## src/design/assert_macros.svh

```systemverilog
// ---------------------------------------------------------------------------
// Assertion macros
// Shared concurrent assertion helpers; compiled out under SYNTHESIS.
// ---------------------------------------------------------------------------
`ifndef ASSERT_MACROS_SVH
`define ASSERT_MACROS_SVH
`ifndef SYNTHESIS
// Assert a property at every rising clock edge outside reset.
`define ASSERT_CLK(label, clk, rst, prop, msg) \
   label: assert property (@(posedge clk) disable iff (rst) (prop)) else $error(msg);
// Assert that a condition implies another in the next cycle.
`define ASSERT_NEXT(label, clk, rst, pre, post, msg) \
   label: assert property (@(posedge clk) disable iff (rst) (pre) |=> (post)) else $error(msg);
`else
`define ASSERT_CLK(label, clk, rst, prop, msg)
`define ASSERT_NEXT(label, clk, rst, pre, post, msg)
`endif
`endif

```

## src/design/lobm_pkg.sv

```systemverilog
// ---------------------------------------------------------------------------
// Order book matcher package
// Shared constants, payload types and codes.
// ---------------------------------------------------------------------------
`default_nettype none
package lobm_pkg;
   localparam int ORDER_SLOTS = 32;
   localparam int SLOT_W = (ORDER_SLOTS > 32) ? 6 : ((ORDER_SLOTS > 16) ? 5 :
                           ((ORDER_SLOTS > 8) ? 4 : ((ORDER_SLOTS > 4) ? 3 :
                           ((ORDER_SLOTS > 2) ? 2 : 1))));
   localparam int CNT_W = SLOT_W + 1;

   localparam logic OP_SUBMIT = 1'b0;
   localparam logic OP_CANCEL = 1'b1;
   localparam logic SIDE_BUY = 1'b0;
   localparam logic SIDE_SELL = 1'b1;
   localparam logic KIND_LIMIT = 1'b0;
   localparam logic KIND_MARKET = 1'b1;
   localparam logic RES_TRADE = 1'b0;
   localparam logic RES_SUMMARY = 1'b1;

   localparam logic [2:0] ST_ACCEPTED = 3'd0;
   localparam logic [2:0] ST_REJECTED = 3'd1;
   localparam logic [2:0] ST_CANCELLED = 3'd2;
   localparam logic [2:0] ST_NOT_FOUND = 3'd3;
   localparam logic [2:0] ST_BOOK_FULL = 3'd4;

   typedef struct packed {
      logic        operation;
      logic        order_side;
      logic        order_kind;
      logic [31:0] order_id;
      logic [31:0] limit_price;
      logic [23:0] order_quantity;
   } req_type;

   typedef struct packed {
      logic        result_kind;
      logic [31:0] maker_id;
      logic [31:0] taker_id;
      logic [31:0] trade_price;
      logic [23:0] fill_quantity;
      logic [2:0]  status;
      logic [23:0] leftover_quantity;
      logic        bid_present;
      logic [31:0] best_bid_price;
      logic        ask_present;
      logic [31:0] best_ask_price;
      logic        last_result;
   } rsp_type;

   typedef struct packed {
      logic        side;
      logic [31:0] order_id;
      logic [31:0] price;
      logic [23:0] quantity;
      logic [31:0] arrival;
   } slot_type;
endpackage
`default_nettype wire

```

## src/design/lobm_slot_ram.sv

```systemverilog
// ---------------------------------------------------------------------------
// Slot store RAM
// One write port, one read port, registered read data.
// ---------------------------------------------------------------------------
`default_nettype none
module lobm_slot_ram import lobm_pkg::*; (
   input  wire logic              clock,
   input  wire logic              wr_en,
   input  wire logic [SLOT_W-1:0] wr_addr,
   input  wire slot_type          wr_data,
   input  wire logic [SLOT_W-1:0] rd_addr,
   output slot_type               rd_data
);
   slot_type mem [ORDER_SLOTS];

   always_ff @(posedge clock) begin
      if (wr_en) begin
         mem[wr_addr] <= wr_data;
      end
      rd_data <= mem[rd_addr];
   end
endmodule
`default_nettype wire

```

## config.mk

```make
export PLATFORM = sky130hd
export DESIGN_NAME = lobm_slot_ram
export DESIGN_NICKNAME = d
export VERILOG_FILES = /design/src/design/assert_macros.svh /design/src/design/lobm_pkg.sv /design/src/design/lobm_slot_ram.sv
export SDC_FILE = /design/constraint.sdc
export NUM_CORES = 2
export LEC_CHECK = 0
export BUFFER_PORTS_ARGS = -buffer_cell sky130_fd_sc_hd__buf_2
export CORE_ASPECT_RATIO = 1.1
export CORE_MARGIN = 3
export CORE_UTILIZATION = 40
export CTS_CLUSTER_SIZE = 16
export DETAILED_ROUTE_END_ITERATION = 8
export REMOVE_ABC_BUFFERS = 1
export SLEW_MARGIN = 20
export SYNTH_ARGS = -nofsm -noshare
export SYNTH_HDL_FRONTEND = slang
export SYNTH_SLANG_ARGS = --single-unit
```

## constraint.sdc

```tcl
create_clock -name clock -period 9.1 [get_ports clock]
set_input_delay 1.82 -clock clock [delete_from_list [all_inputs] [get_ports clock]]
set_output_delay 1.82 -clock clock [all_outputs]
set_load 0.01 [all_outputs]
```

==> impl_metrics.tcl <==
set metrics [dict create \
    cpMostUsedCell "buf_4" \
    ys_warn_count 0 \
    post-place-ws_ns 3.848 \
    portBuffers 253 \
    antenna_left 0 \
    min_period_ns 4.415 \
    nets 7557 \
    synthSimpleGateAreaFrac 0.01377 \
    max-vdd-ir-drop_uv 156.7 \
    holdBufCountCts 0 \
    crit_path_max_incr_delay_ns 0.79 \
    hold_class "flip-flop to flip-flop" \
    postSynthCellCount 7040 \
    dieArea_um2 380600 \
    ys_types 31 \
    synth-seq-cells 3993 \
    setup_viol 0 \
    ctsResizeCount 0 \
    ys_seq_area_frac 0.7951 \
    wl_per_cell_um 31.13 \
    async_flop_share 0 \
    die_h_um 646.7 \
    cts_buffers 379 \
    drive_above_1_share 0.1936 \
    dp_hpwl_um 195000 \
    synthTopCellsByArea "edfxtp_1 (78%), mux4_2 (7.3%), mux2i_1 (6.5%)" \
    drv_cap 0 \
    final-hold-violation-count 0 \
    tritoncts "done" \
    synth_compound_area_frac 0.03978 \
    maxSlewHeadroom 0.2282 \
    grt_pass1_vias 74960 \
    synth_fa_ha_area_frac 0 \
    end_kind "flip-flop" \
    grt_pass1_wl_um 560600 \
    clk_pin_slew_ns 0.06 \
    rsz0062_at_grt "false" \
    setup_ws_ns 4.685 \
    postCtsSetupBuffers 0 \
    tightest_slew_ns 1.158 \
    synth_ff_type "edfxtp_1" \
    place.gp.congestion 0.7384 \
    grt-ovfl-total 0 \
    fin_crit_sh 0.4852 \
    worstSetupPathType "input port to flip-flop" \
    initial_core_util 0.4031 \
    worstSkewPairLatency_ns 0.91 \
    die-width_um 588.5 \
    drc 0 \
    dr.pass1.iters 6 \
    grt_use_total 0.2044 \
    path_max_fanout 51 \
    clk_path_buf_depth 4 \
    final_max_slew_viol_count 0 \
    worstPathCellList "buf_4, buf_4, inv_1, nor2_4, buf_4, a22oi_1, nand4_1" \
    synth_edf_count 3872 \
    vias_per_cell 5.788 \
    clock.fmax_mhz 226.5 \
    drt_iter0_drc 7902 \
    outcome "finished, final reports clean" \
    yosysTopAreaCell "edfxtp_1" \
    grt_max_degree 127 \
    cp_top_family "buffers and inverters" \
    critPathLaunchType "input port" \
    netlist_area_um2 149300 \
    synth_top_area_share 0.7788 \
    cp_num_buf_inv 4 \
    crit_required_ns 9.90 \
    totalWireLength_um 396100 \
    cts_root_buf "clkbuf_16" \
    clkSinkCount 3993 \
    worst_clock_skew_ns 0.05415 \
    cts_htree_levels 5 \
    yosysMostFrequentCell "edfxtp_1" \
    syn2layout_area_growth_pct 13.45 \
    core_area_um2 370400 \
    synth_xor_area_frac 0 \
    slowest_stage "buf_4" \
    io_pins 254 \
    arrival_ns 5.21 \
    vias 73640 \
    synth_common_cells "edfxtp_1 (3872), mux2i_1 (968), a22oi_1 (640), mux4_2 (484), nand3_1 (244)" \
    cellLeakagePower_nw 54.94 \
    powerDensity_nw_per_um2 225.9 \
    tns_ns 0 \
    antenna_found_initial 83 \
    synth_top_family_by_area "multiplexers" \
    rows 234 \
    synthMuxAreaShare 0.1379 \
    avgSynthCellArea_um2 21.21 \
]
report_power, final:
part	switching, mW	leakage (nW)	internal [mW]
registers	0.145	35.9	20.4
logic	1.14	12.9	0.598
clock network	6.65	6.10	9.29
worst paths after layout:
kind,cells after the start,slack [ns],to,startpoint
worst max-delay path,7,4.68,rd_data[109],rd_addr[3]
worst min-delay path,4,0.61,rd_data[45],mem[21][45]
worst max register to register,4,7.42,rd_data[7],mem[30][7]
worst min register to register,4,0.61,rd_data[45],mem[21][45]
registers in the layout (all words and copies together), names as in the netlist:
name     cells
mem       3872
rd_data    121
cell usage in the layout, fill, tap and decap left out, types with 65 or more instances in the layout:
master / n
buf_4: 114
dfxtp_1: 121
a22oi_1: 640
clkbuf_1: 104
clkbuf_16: 387
mux4_2: 484
clkinv_2: 65
nand3_1: 244
edfxtp_1: 3872
a22o_1: 68
buf_2: 249
mux2i_1: 968
a31oi_1: 68
cells by family (layout without fill, tap and decap cells):
| family | after synthesis | in the layout |
|---|---|---|
| AO/OA/AOI/OAI | 794 | 794 |
| buffers and inverters | 402 | 1099 |
| AND/OR/NAND/NOR | 399 | 399 |
| other | 0 | 29 |
| flip-flops | 3993 | 3993 |
| multiplexers | 1452 | 1452 |
metal layers:
layer / GRT usage / routed length, um
met1: 0.2786 / 161100
met2: 0.3392 / 194300
met3: 0.03995 / 31250
met4: 0.04878 / 9130
met5: 0 / 352
final cells by class:
type	instances	area, um2
Antenna cell	29	72.57
Timing Repair Buffer	404	2913
Tap cell	4956	6201
Multi-Input combinational cell	2645	28970
Fill cell	30640	201000
Inverter	1	3.754
Sequential cell	3993	118700
Clock buffer	513	10380
Clock inverter	181	2138
worst min-delay path, delay by kind of cell, from the launching register on:
family	cells	cell delay (ns)
muxes	1	0.07
and+or+nand+nor	3	0.22
DFF	1	0.33
per-stage QoR:
step | power [mW] | instance area [um2] | util | cells | hold slack [ns]
after detailed placement | 22.74 | 156800 | 0.4232 | 12000 | 0.6019
final | 38.27 | 169400 | 0.4573 | 12720 | 0.6101
after global routing | 39.41 | 169300 | 0.4571 | 12700 | 0.6417
after CTS | 38.58 | 169300 | 0.4570 | 12690 | 0.6146
after floorplan | 21.69 | 147300 | - | 6639 | 0.5494
after global placement | 22.70 | 156700 | 0.4232 | 12000 | 0.5996
Power figures use the tool's default switching activity.
